## src/rtl/lexicographic_combination_generator_macros.svh

```systemverilog
// ----------------------------------------------------------------------------
// Assertion macros for the lexicographic combination generator
// Concurrent checks on clk_i, disabled while rst_ni is low.
// ----------------------------------------------------------------------------
`ifndef LEXICOGRAPHIC_COMBINATION_GENERATOR_MACROS_SVH
`define LEXICOGRAPHIC_COMBINATION_GENERATOR_MACROS_SVH

`ifndef NO_ASSERTIONS

// Consequent must hold in the same cycle as the antecedent
`define LCG_ASSERT_SAME(label, ante, cons) \
  label: assert property (@(posedge clk_i) disable iff (!rst_ni) (ante) |-> (cons)) \
    else $error("lcg assertion failed");

// Consequent must hold in the cycle after the antecedent
`define LCG_ASSERT_NEXT(label, ante, cons) \
  label: assert property (@(posedge clk_i) disable iff (!rst_ni) (ante) |=> (cons)) \
    else $error("lcg assertion failed");

`else

`define LCG_ASSERT_SAME(label, ante, cons)

`define LCG_ASSERT_NEXT(label, ante, cons)

`endif

`endif

```

## src/rtl/lcg_pkg.sv

```systemverilog
// ----------------------------------------------------------------------------
// lcg_pkg
// Types, codes and width helpers shared by the combination generator.
// ----------------------------------------------------------------------------
`default_nettype none

package lcg_pkg;

  // Default sizes
  localparam int unsigned TABLE_DEPTH_DEF = 64;
  localparam int unsigned MAX_CHOOSE_DEF  = 16;

  // Fixed field widths
  localparam int unsigned FUNC_W     = 2;
  localparam int unsigned LOAD_IDX_W = 6;
  localparam int unsigned ELEM_W     = 32;
  localparam int unsigned POS_W      = 4;
  localparam int unsigned STATUS_W   = 2;
  localparam int unsigned SET_SIZE_W = 7;
  localparam int unsigned CHOOSE_W   = 5;
  localparam int unsigned CFG_DATA_W = 7;
  localparam int unsigned CFG_IDX_W  = 1;

  typedef enum logic [FUNC_W-1:0] {
    FUNC_LOAD    = 2'd0,
    FUNC_NEXT    = 2'd1,
    FUNC_RESTART = 2'd2
  } lcg_func_e;

  typedef enum logic [STATUS_W-1:0] {
    STAT_ELEM      = 2'd0,
    STAT_EMPTY     = 2'd1,
    STAT_EXHAUSTED = 2'd2
  } lcg_status_e;

  typedef enum logic [CFG_IDX_W-1:0] {
    CFG_SET_SIZE    = 1'b0,
    CFG_CHOOSE_SIZE = 1'b1
  } lcg_cfg_e;

  typedef enum logic [1:0] {
    ST_IDLE,
    ST_EMIT,
    ST_SEARCH,
    ST_FILL
  } lcg_state_e;

  typedef enum logic [1:0] {
    IDX_NOP,
    IDX_RESTART,
    IDX_STEP
  } lcg_idx_op_e;

  // Input beat
  typedef struct packed {
    logic [FUNC_W-1:0]     func;
    logic [LOAD_IDX_W-1:0] load_index;
    logic [ELEM_W-1:0]     load_value;
  } lcg_in_t;

  // Result beat
  typedef struct packed {
    logic [ELEM_W-1:0]   element;
    logic [POS_W-1:0]    position;
    logic                last;
    logic [STATUS_W-1:0] status;
  } lcg_out_t;

  // Sequencer to index unit
  typedef struct packed {
    lcg_idx_op_e op;
  } lcg_idx_cmd_t;

  // Index unit to sequencer
  typedef struct packed {
    logic stuck;  // selected index cannot rise any further
    logic oor;    // selected index lies beyond the table
  } lcg_idx_stat_t;

  // Registered result side information
  typedef struct packed {
    logic                strobe;
    logic [POS_W-1:0]    position;
    logic                last;
    logic [STATUS_W-1:0] status;
    logic                zero;
  } lcg_meta_t;

  function automatic int unsigned clog2_min1(input int unsigned x);
    return (x > 1) ? $clog2(x) : 1;
  endfunction

  function automatic int unsigned addr_w(input int unsigned td);
    return clog2_min1(td);
  endfunction

  function automatic int unsigned ptr_w(input int unsigned mc);
    return clog2_min1(mc);
  endfunction

  function automatic int unsigned idx_w(input int unsigned td, input int unsigned mc);
    return clog2_min1((td > mc) ? td : mc);
  endfunction

  function automatic int unsigned n_w(input int unsigned td);
    return $clog2(td + 1);
  endfunction

  function automatic int unsigned m_w(input int unsigned mc);
    return $clog2(mc + 1);
  endfunction

  function automatic int unsigned cmp_w(input int unsigned td, input int unsigned mc);
    return ((idx_w(td, mc) > SET_SIZE_W) ? idx_w(td, mc) : SET_SIZE_W) + 2;
  endfunction

endpackage

`default_nettype wire

```

## src/rtl/lcg_table.sv

```systemverilog
// ----------------------------------------------------------------------------
// lcg_table
// Element table: one write port, one registered read port.
// ----------------------------------------------------------------------------
`default_nettype none

module lcg_table #(
  parameter int unsigned TABLE_DEPTH = lcg_pkg::TABLE_DEPTH_DEF,
  localparam int unsigned ADDR_W = lcg_pkg::addr_w(TABLE_DEPTH)
) (
  input  wire                        clk_i,
  input  wire                        we_i,
  input  wire  [ADDR_W-1:0]          waddr_i,
  input  wire  [lcg_pkg::ELEM_W-1:0] wdata_i,
  input  wire                        re_i,
  input  wire  [ADDR_W-1:0]          raddr_i,
  output logic [lcg_pkg::ELEM_W-1:0] rdata_o
);
  import lcg_pkg::*;

  logic [ELEM_W-1:0] mem [TABLE_DEPTH];
  logic [ELEM_W-1:0] rdata_q;

  // Write a loaded element
  always_ff @(posedge clk_i) begin
    if (we_i) begin
      mem[waddr_i] <= wdata_i;
    end
  end

  // Read one element per cycle while re_i is high
  always_ff @(posedge clk_i) begin
    if (re_i) begin
      rdata_q <= mem[raddr_i];
    end
  end

  assign rdata_o = rdata_q;

endmodule

`default_nettype wire

```

## src/rtl/lcg_idx.sv

```systemverilog
// ----------------------------------------------------------------------------
// lcg_idx
// Index registers with one shared increment and limit compare unit.
// ----------------------------------------------------------------------------
`default_nettype none

module lcg_idx #(
  parameter int unsigned TABLE_DEPTH = lcg_pkg::TABLE_DEPTH_DEF,
  parameter int unsigned MAX_CHOOSE  = lcg_pkg::MAX_CHOOSE_DEF,
  localparam int unsigned ADDR_W = lcg_pkg::addr_w(TABLE_DEPTH),
  localparam int unsigned PTR_W  = lcg_pkg::ptr_w(MAX_CHOOSE),
  localparam int unsigned N_W    = lcg_pkg::n_w(TABLE_DEPTH),
  localparam int unsigned M_W    = lcg_pkg::m_w(MAX_CHOOSE)
) (
  input  wire                    clk_i,
  input  wire                    rst_ni,
  input  lcg_pkg::lcg_idx_cmd_t  cmd_i,
  input  wire  [PTR_W-1:0]       ptr_i,
  input  wire  [N_W-1:0]         n_i,
  input  wire  [M_W-1:0]         m_i,
  output lcg_pkg::lcg_idx_stat_t stat_o,
  output logic [ADDR_W-1:0]      rd_addr_o
);
  import lcg_pkg::*;

  localparam int unsigned IDX_W = idx_w(TABLE_DEPTH, MAX_CHOOSE);
  localparam int unsigned CMP_W = cmp_w(TABLE_DEPTH, MAX_CHOOSE);

  logic [IDX_W-1:0] idx_q [MAX_CHOOSE];
  logic [IDX_W-1:0] run_q;
  logic             run_sel_q;
  logic [IDX_W-1:0] cur;
  logic [IDX_W-1:0] base;
  logic [IDX_W-1:0] sum;
  logic [CMP_W-1:0] cur_w;

  // Select the index under the pointer
  assign cur   = idx_q[ptr_i];
  assign cur_w = CMP_W'(cur);

  // Limit compare: index can no longer rise when idx + m >= n + ptr
  assign stat_o.stuck = (cur_w + CMP_W'(m_i)) >= (CMP_W'(n_i) + CMP_W'(ptr_i));
  assign stat_o.oor   = cur_w >= CMP_W'(TABLE_DEPTH);
  assign rd_addr_o    = cur_w[ADDR_W-1:0];

  // Shared incrementer: first step bumps the selected index, later steps
  // continue from the value written last
  assign base = (cmd_i.op == IDX_STEP && run_sel_q) ? run_q : cur;
  assign sum  = base + IDX_W'(1);

  // Update index registers
  always_ff @(posedge clk_i or negedge rst_ni) begin
    if (!rst_ni) begin
      for (int k = 0; k < MAX_CHOOSE; k++) begin
        idx_q[k] <= IDX_W'(k);
      end
      run_q     <= '0;
      run_sel_q <= 1'b0;
    end else begin
      unique case (cmd_i.op)
        IDX_RESTART: begin
          for (int k = 0; k < MAX_CHOOSE; k++) begin
            if (CMP_W'(k) < CMP_W'(m_i)) begin
              idx_q[k] <= IDX_W'(k);
            end
          end
          run_sel_q <= 1'b0;
        end
        IDX_STEP: begin
          idx_q[ptr_i] <= sum;
          run_q        <= sum;
          run_sel_q    <= 1'b1;
        end
        default: begin
          run_sel_q <= 1'b0;
        end
      endcase
    end
  end

endmodule

`default_nettype wire

```

## src/rtl/lcg_seq.sv

```systemverilog
// ----------------------------------------------------------------------------
// lcg_seq
// Sequencer: decodes beats, walks the emit, search and fill phases.
// ----------------------------------------------------------------------------
`default_nettype none

module lcg_seq #(
  parameter int unsigned TABLE_DEPTH = lcg_pkg::TABLE_DEPTH_DEF,
  parameter int unsigned MAX_CHOOSE  = lcg_pkg::MAX_CHOOSE_DEF,
  localparam int unsigned PTR_W = lcg_pkg::ptr_w(MAX_CHOOSE),
  localparam int unsigned N_W   = lcg_pkg::n_w(TABLE_DEPTH),
  localparam int unsigned M_W   = lcg_pkg::m_w(MAX_CHOOSE)
) (
  input  wire                          clk_i,
  input  wire                          rst_ni,
  input  wire                          accept_i,
  input  wire  [lcg_pkg::FUNC_W-1:0]   func_i,
  input  wire  [N_W-1:0]               n_i,
  input  wire  [M_W-1:0]               m_i,
  input  lcg_pkg::lcg_idx_stat_t       idx_stat_i,
  output lcg_pkg::lcg_idx_cmd_t        idx_cmd_o,
  output logic [PTR_W-1:0]             ptr_o,
  output logic                         rd_en_o,
  output lcg_pkg::lcg_meta_t           meta_o,
  output logic                         busy_o
);
  import lcg_pkg::*;

  localparam int unsigned CMP_W = cmp_w(TABLE_DEPTH, MAX_CHOOSE);

  lcg_state_e         state_q, state_d;
  logic [PTR_W-1:0]   ptr_q, ptr_d;
  logic               exh_q, exh_d;
  lcg_meta_t          meta_q, meta_d;
  logic               at_last;
  logic [PTR_W+3:0]   ptr_ext;

  assign at_last = (CMP_W'(ptr_q) + CMP_W'(1)) == CMP_W'(m_i);
  assign ptr_ext = (PTR_W + 4)'(ptr_q);

  // Next state and data
  always_comb begin
    state_d = state_q;
    ptr_d   = ptr_q;
    exh_d   = exh_q;
    meta_d  = '0;
    unique case (state_q)
      ST_IDLE: begin
        if (accept_i) begin
          unique case (func_i)
            FUNC_NEXT: begin
              if (exh_q) begin
                meta_d = '{strobe: 1'b1, position: '0, last: 1'b1,
                           status: STAT_EXHAUSTED, zero: 1'b1};
              end else if (m_i == '0) begin
                meta_d = '{strobe: 1'b1, position: '0, last: 1'b1,
                           status: STAT_EMPTY, zero: 1'b1};
                exh_d  = 1'b1;
              end else begin
                ptr_d   = '0;
                state_d = ST_EMIT;
              end
            end
            FUNC_RESTART: begin
              exh_d = CMP_W'(n_i) < CMP_W'(m_i);
            end
            default: begin
            end
          endcase
        end
      end
      ST_EMIT: begin
        meta_d = '{strobe: 1'b1, position: ptr_ext[POS_W-1:0], last: at_last,
                   status: STAT_ELEM, zero: idx_stat_i.oor};
        if (at_last) begin
          state_d = ST_SEARCH;
        end else begin
          ptr_d = ptr_q + PTR_W'(1);
        end
      end
      ST_SEARCH: begin
        if (idx_stat_i.stuck) begin
          if (ptr_q == '0) begin
            exh_d   = 1'b1;
            state_d = ST_IDLE;
          end else begin
            ptr_d = ptr_q - PTR_W'(1);
          end
        end else if (at_last) begin
          state_d = ST_IDLE;
        end else begin
          ptr_d   = ptr_q + PTR_W'(1);
          state_d = ST_FILL;
        end
      end
      ST_FILL: begin
        if (at_last) begin
          state_d = ST_IDLE;
        end else begin
          ptr_d = ptr_q + PTR_W'(1);
        end
      end
      default: begin
        state_d = ST_IDLE;
      end
    endcase
  end

  // Outputs to index unit and table
  always_comb begin
    idx_cmd_o.op = IDX_NOP;
    unique case (state_q)
      ST_IDLE: begin
        if (accept_i && func_i == FUNC_RESTART) begin
          idx_cmd_o.op = IDX_RESTART;
        end
      end
      ST_SEARCH: begin
        if (!idx_stat_i.stuck) begin
          idx_cmd_o.op = IDX_STEP;
        end
      end
      ST_FILL: begin
        idx_cmd_o.op = IDX_STEP;
      end
      default: begin
      end
    endcase
    rd_en_o = (state_q == ST_EMIT);
    busy_o  = (state_q != ST_IDLE);
  end

  assign ptr_o  = ptr_q;
  assign meta_o = meta_q;

  // Hold sequencer state
  always_ff @(posedge clk_i or negedge rst_ni) begin
    if (!rst_ni) begin
      state_q <= ST_IDLE;
      ptr_q   <= '0;
      exh_q   <= 1'b0;
      meta_q  <= '0;
    end else begin
      state_q <= state_d;
      ptr_q   <= ptr_d;
      exh_q   <= exh_d;
      meta_q  <= meta_d;
    end
  end

endmodule

`default_nettype wire

```

## src/rtl/lexicographic_combination_generator.sv

```systemverilog
// ----------------------------------------------------------------------------
// lexicographic_combination_generator
// Enumerates size-m subsets of a loaded element table in lexicographic order.
// ----------------------------------------------------------------------------
//  channel  | handshake                 | payload
//  ---------+---------------------------+--------------------------------
//  input    | start_i high, busy_o low  | in_i  (func, load_index, load_value)
//  result   | result_valid_o, 1 cycle   | res_o (element, position, last, status)
//  config   | cfg_we_i                  | cfg_idx_i, cfg_wdata_i
//
//  Load, restart, unused codes and one-beat requests (empty or exhausted)
//  leave busy_o low; a one-beat result shows the cycle after acceptance.
//  A request with m elements keeps busy_o high through m emit steps, up to
//  m search steps and fewer than m fill steps, all through the single index
//  register port and its incrementer; elements leave the registered table port.
//  Reset clears control state and index registers; the table holds no reset
//  and needs no clearing pass. Results cannot be stalled.
// ----------------------------------------------------------------------------
`default_nettype none

module lexicographic_combination_generator #(
  parameter int unsigned TABLE_DEPTH = lcg_pkg::TABLE_DEPTH_DEF,
  parameter int unsigned MAX_CHOOSE  = lcg_pkg::MAX_CHOOSE_DEF
) (
  input  wire                           clk_i,
  input  wire                           rst_ni,
  input  wire                           start_i,
  input  lcg_pkg::lcg_in_t              in_i,
  output logic                          busy_o,
  output logic                          result_valid_o,
  output lcg_pkg::lcg_out_t             res_o,
  input  wire                           cfg_we_i,
  input  wire  [lcg_pkg::CFG_IDX_W-1:0] cfg_idx_i,
  input  wire  [lcg_pkg::CFG_DATA_W-1:0] cfg_wdata_i
);
  import lcg_pkg::*;

  `include "lexicographic_combination_generator_macros.svh"

  localparam int unsigned ADDR_W = addr_w(TABLE_DEPTH);
  localparam int unsigned PTR_W  = ptr_w(MAX_CHOOSE);
  localparam int unsigned N_W    = n_w(TABLE_DEPTH);
  localparam int unsigned M_W    = m_w(MAX_CHOOSE);
  localparam int unsigned CMP_W  = cmp_w(TABLE_DEPTH, MAX_CHOOSE);

  logic [SET_SIZE_W-1:0] set_size_q;
  logic [CHOOSE_W-1:0]   choose_size_q;
  logic [CMP_W-1:0]      n_wide, m_wide, load_wide;
  logic [N_W-1:0]        n_eff;
  logic [M_W-1:0]        m_eff;
  logic                  accept;
  logic                  tbl_we;
  logic                  rd_en;
  logic [ADDR_W-1:0]     rd_addr;
  logic [ELEM_W-1:0]     rd_data;
  logic [PTR_W-1:0]      ptr;
  lcg_idx_cmd_t          idx_cmd;
  lcg_idx_stat_t         idx_stat;
  lcg_meta_t             meta;

  // Hold configuration registers
  always_ff @(posedge clk_i or negedge rst_ni) begin
    if (!rst_ni) begin
      set_size_q    <= '0;
      choose_size_q <= '0;
    end else if (cfg_we_i) begin
      unique case (cfg_idx_i)
        CFG_SET_SIZE:    set_size_q    <= cfg_wdata_i[SET_SIZE_W-1:0];
        CFG_CHOOSE_SIZE: choose_size_q <= cfg_wdata_i[CHOOSE_W-1:0];
        default: begin
        end
      endcase
    end
  end

  // Clamp n and m to the built sizes
  always_comb begin
    n_wide = CMP_W'(set_size_q);
    if (n_wide > CMP_W'(TABLE_DEPTH)) begin
      n_wide = CMP_W'(TABLE_DEPTH);
    end
    m_wide = CMP_W'(choose_size_q);
    if (m_wide > CMP_W'(MAX_CHOOSE)) begin
      m_wide = CMP_W'(MAX_CHOOSE);
    end
  end

  assign n_eff = n_wide[N_W-1:0];
  assign m_eff = m_wide[M_W-1:0];

  // Accept a beat and decode table loads
  assign accept    = start_i && !busy_o;
  assign load_wide = CMP_W'(in_i.load_index);
  assign tbl_we    = accept && (in_i.func == FUNC_LOAD) && (load_wide < CMP_W'(TABLE_DEPTH));

  lcg_table #(
    .TABLE_DEPTH (TABLE_DEPTH)
  ) u_table (
    .clk_i   (clk_i),
    .we_i    (tbl_we),
    .waddr_i (load_wide[ADDR_W-1:0]),
    .wdata_i (in_i.load_value),
    .re_i    (rd_en),
    .raddr_i (rd_addr),
    .rdata_o (rd_data)
  );

  lcg_idx #(
    .TABLE_DEPTH (TABLE_DEPTH),
    .MAX_CHOOSE  (MAX_CHOOSE)
  ) u_idx (
    .clk_i     (clk_i),
    .rst_ni    (rst_ni),
    .cmd_i     (idx_cmd),
    .ptr_i     (ptr),
    .n_i       (n_eff),
    .m_i       (m_eff),
    .stat_o    (idx_stat),
    .rd_addr_o (rd_addr)
  );

  lcg_seq #(
    .TABLE_DEPTH (TABLE_DEPTH),
    .MAX_CHOOSE  (MAX_CHOOSE)
  ) u_seq (
    .clk_i      (clk_i),
    .rst_ni     (rst_ni),
    .accept_i   (accept),
    .func_i     (in_i.func),
    .n_i        (n_eff),
    .m_i        (m_eff),
    .idx_stat_i (idx_stat),
    .idx_cmd_o  (idx_cmd),
    .ptr_o      (ptr),
    .rd_en_o    (rd_en),
    .meta_o     (meta),
    .busy_o     (busy_o)
  );

  // Drive the result beat
  assign result_valid_o = meta.strobe;
  assign res_o.element  = meta.zero ? '0 : rd_data;
  assign res_o.position = meta.position;
  assign res_o.last     = meta.last;
  assign res_o.status   = meta.status;

  // A result only follows an accepted beat or ongoing work
  `LCG_ASSERT_SAME(a_res_has_cause, result_valid_o, $past(busy_o) || $past(start_i))
  // Empty and exhausted results are single beats at position zero
  `LCG_ASSERT_SAME(a_status_single, result_valid_o && (res_o.status != STAT_ELEM),
                   res_o.last && (res_o.position == '0))
  // A request either answers at once or starts the walk
  `LCG_ASSERT_NEXT(a_next_progress, accept && (in_i.func == FUNC_NEXT),
                   result_valid_o || busy_o)

endmodule

`default_nettype wire

```

## config.mk

```make
export PLATFORM = sky130hd
export DESIGN_NAME = lexicographic_combination_generator
export DESIGN_NICKNAME = d
export VERILOG_FILES = /design/src/rtl/lcg_pkg.sv /design/src/rtl/lcg_table.sv /design/src/rtl/lcg_idx.sv /design/src/rtl/lcg_seq.sv /design/src/rtl/lexicographic_combination_generator.sv
export VERILOG_INCLUDE_DIRS = /design/src /design/src/rtl
export SDC_FILE = /design/constraint.sdc
export NUM_CORES = 2
export LEC_CHECK = 0
export BUFFER_PORTS_ARGS = -buffer_cell sky130_fd_sc_hd__buf_2
export CORE_MARGIN = 2
export CORE_UTILIZATION = 35
export DETAILED_ROUTE_END_ITERATION = 12
export GPL_TIMING_DRIVEN = 0
export PLACE_DENSITY_LB_ADDON = 0.25
export SLEW_MARGIN = 20
export SYNTH_ARGS = -nofsm -noshare
export SYNTH_HDL_FRONTEND = slang
export SYNTH_HIERARCHICAL = 1
export SYNTH_SLANG_ARGS = --single-unit
```

## constraint.sdc

```tcl
create_clock -name clk_i -period 13.5 [get_ports clk_i]
set_clock_uncertainty 0.1 [all_clocks]
set_input_delay 2.025 -clock clk_i [delete_from_list [all_inputs] [get_ports clk_i]]
set_output_delay 2.025 -clock clk_i [all_outputs]
set_load 0.02 [all_outputs]
```

==> impl_metrics.yaml <==
synth:
  synth_area_sq_um: 86700
  syn-num-nets: 4203
  async_flop_share_pct: 5.92
  yosysTopAreaCellShare_pct: 72.1
  ys_top_cells_by_area: "edfxtp_1 72%, mux4_2 14%, dfrtp_1 2.9%, mux2i_1 1.3%, dfstp_2 0.97%"
  netlist_top_cells_count: "2080 x edfxtp_1, 557 x mux4_2, 198 x nor2_1"
  ys_warn_count: 6
  synthFlopType: "edfxtp_1"
  synth_edf_count: 2080
  syn-instance-count: 4126
  syn_avg_cell_area_sq_um: 21.0
  ys_types: 83
  synth.most_common_cell: "edfxtp_1"
  yosysTopAreaCell: "edfxtp_1"
  ys_ff_latch: 2211
  seq_area_frac_synth_pct: 75.9
cts:
  cts_buffer_depth: 3
  clk_pin_slew_worst_paths_ns: 0.06
  cts_htree_levels: 4
  cts_tree: "yes"
  clk-insertion-delay-late_ns: 0.88
  postCtsHoldBufs: 0
  post_cts_buffers: 0
  cts_buffers: 225
  ctsResizeCount: 0
  cts_sinks: 2211
  ctsRootBufferMaster: "clkbuf_16"
global_route:
  overflow: 0
  grt_pass1_vias: 45001
  grt_max_degree: 68
  antenna_found_initial: 22
  grt_pass1_wl_um: 381000
  grt_usage_pct: 22.2
timing:
  fin_crit_sh_pct: 62.7
  final_max_slew_viol_count: 0
  min_period_ns: 8.47
  rsz0062_at_grt: "no"
  max_freq_ghz: 0.118
  finalSetupViolations: 0
  setup-tns-final_ns: 0
  slew_headroom_pct: 18.4
  max_slew.worst_pin.slew_ns: 1.22
  hold_viol_final: 0
die:
  fp.dieH_um: 502
  io_pins: 93
  dieArea_sq_um: 252000
  initial_core_util_pct: 35.2
  fp-row-count: 182
  die_x_um: 502
  coreArea_sq_um: 246000
placed_design:
  dp.cells: 7680
  place.gp.congestion: 0.869
  port_buffers: 87
  hpwl_um: 190000
final_layout:
  drive_above_1_share_pct: 29.0
  fin_nets: 4674
  multi_input_area_sq_um: 20200
  stdcell_count: 8104
  seq_area_sq_um: 65800
  fillCellCount: 21472
  syn_to_final_growth_pct: 18.4
worst_setup_path:
  cp.required_ns: 14.23
  crit_end: "u_idx/idx_q[91]"
  worstReg2RegEnd: "u_idx/idx_q[91]"
  cp-start-kind: "flip-flop"
  path_class: "reg -> reg"
  ff2ff_setup_slack_ns: 5.03
  cp.arrival_ns: 9.19
  reg2reg_from: "u_seq/ptr_o[1]"
  worst_setup_path_end_kind: "flip-flop"
  rr_worst_depth: 26
  crit_fanout: 10
  cp-startpoint: "u_seq/ptr_o[1]"
routing:
  drt-vias-per-instance: 5.74
  firstDrtPassIters: 5
  drt_iter0_drc: 6231
  vias: 46542
  drc: 0
  wl_per_cell_um: 34.8
  wl_um: 282000
  antenna_left: 0
flow_run:
  drv_cap: 0
pwr:
  pwr-share-comb_pct: 50.9
  ir_worst_vdd_v: 0.000206
  switching_share_pct: 41.8
  seqPwrFrac_pct: 27.7
  clock_power_share_pct: 21.4
  p_sw_mw: 11.9
  p_per_area_nw_per_um2: 278
  internal_power_mw: 16.6
  leakagePower_nw: 32.6
worst_hold_path:
  hold_path_class: "reg -> reg"
status:
  outcome: "completed"
[state kept, by name (all words and copies together) (netlist names)]
name / count
set_size_q: 7
u_idx/run_q: 6
u_seq/meta_o: 9
u_idx/run_sel_q: 1
choose_size_q: 5
u_seq/ptr_o: 4
u_seq/state_q: 2
u_seq/exh_q: 1
u_table/rdata_o: 32
u_table/mem: 2048
u_idx/idx_q: 96
[cell type report]
cell class	count	share of cell area [%]
antenna	12	0.0293
buffer	224	1.11
clock buffer	278	5.75
clock inverter	132	1.25
inverter	32	0.117
multi-input combinational	1659	19.7
sequential	2211	64.1
tap	3312	4.04
timing repair buffer	244	3.95
[logic make-up after synthesis]
| group | share of synthesized area (%) |
|---|---|
| other | 0.00433 |
| AOI/OAI and AO/OA | 3.05 |
| adders and majority gates | 0.378 |
| muxes | 16.2 |
| xor gates and xnor gates | 0.238 |
| and+or+nand+nor | 2.85 |
| DFF | 75.9 |
| buffers and inverters | 1.43 |
[power groups by stage]
stage                     Combinational [mW]  Clock (mW)  Sequential (mW)
after floorplan                         8.40           0             8.01
after global placement                  14.3           0             8.06
after detailed placement                14.5           0             8.05
after CTS                               14.5        6.21             7.91
after global routing                    14.9        6.47             7.93
final                                   14.5        6.11             7.91
[metal layers]
metal	track usage, %	vias up	part of all wire, %
li1	-	18130	-
met1	30.3	25486	40
met2	35.6	2450	47
met3	4.48	468	9.1
met4	7.45	8	3.6
met5	0	-	0.018
[stage by stage]
stage,power [mW],setup WS [ns],util [%],cell area (sq um),hold WS (ns)
floorplan,16.4,7.59,-,86700,0.337
global placement,22.4,2.13,37.1,91300,0.349
detailed placement,22.5,5.08,38.7,95400,0.353
CTS,28.6,5.08,41.7,103000,0.366
global route,29.3,4.66,41.7,103000,0.379
finish,28.5,5.03,41.7,103000,0.364
[layout by cell type (no fill, tap or decap), types with 32 or more instances in the layout]
| master | instances |
|---|---|
| buf_12 | 62 |
| clkbuf_1 | 130 |
| nand2_1 | 129 |
| buf_16 | 77 |
| edfxtp_1 | 2080 |
| o22ai_1 | 87 |
| clkbuf_16 | 227 |
| o21ai_0 | 50 |
| nor2_4 | 63 |
| buf_2 | 125 |
| nor2_1 | 135 |
| clkinv_2 | 34 |
| clkinv_1 | 57 |
| buf_4 | 69 |
| a21oi_1 | 100 |
| mux4_2 | 557 |
| dfrtp_1 | 99 |
| dfstp_2 | 32 |
| nor2b_1 | 59 |
| mux2i_1 | 113 |
[critical path, cell delays in order (launching register included)]
cell and delay (ns):
dfrtp_1 0.57, buf_6 0.24, buf_2 0.31, nor2_1 0.20, a22oi_1 0.31, o21ai_1 0.21
o21ai_0 0.77, ha_1 0.42, a21oi_1 0.16, o21ai_0 0.13, xor2_1 0.17, ha_1 0.29
nor2b_1 0.12, o21ai_0 0.16, a21oi_1 0.19, nor2b_1 0.21, nor2b_1 0.51, nand3b_1 0.46
nor2_1 0.21, a21o_1 0.39, inv_1 0.15, clkbuf_1 0.35, ha_1 0.40, clkbuf_1 0.50
nand2_1 0.35, nor2_1 0.33, a22o_1 0.20
[worst min path at each step]
stage	cells after the start	slack [ns]	to	start
floorplan	2	0.34	u_idx/idx_q[8]	u_idx/idx_q[8]
global placement	2	0.35	u_idx/idx_q[39]	u_idx/idx_q[39]
detailed placement	2	0.35	u_idx/idx_q[55]	u_idx/idx_q[55]
CTS	2	0.37	u_idx/idx_q[55]	u_idx/idx_q[55]
global route	2	0.38	u_idx/idx_q[55]	u_idx/idx_q[55]
finish	2	0.36	u_idx/idx_q[39]	u_idx/idx_q[39]
(Power assumes the default switching activity.)
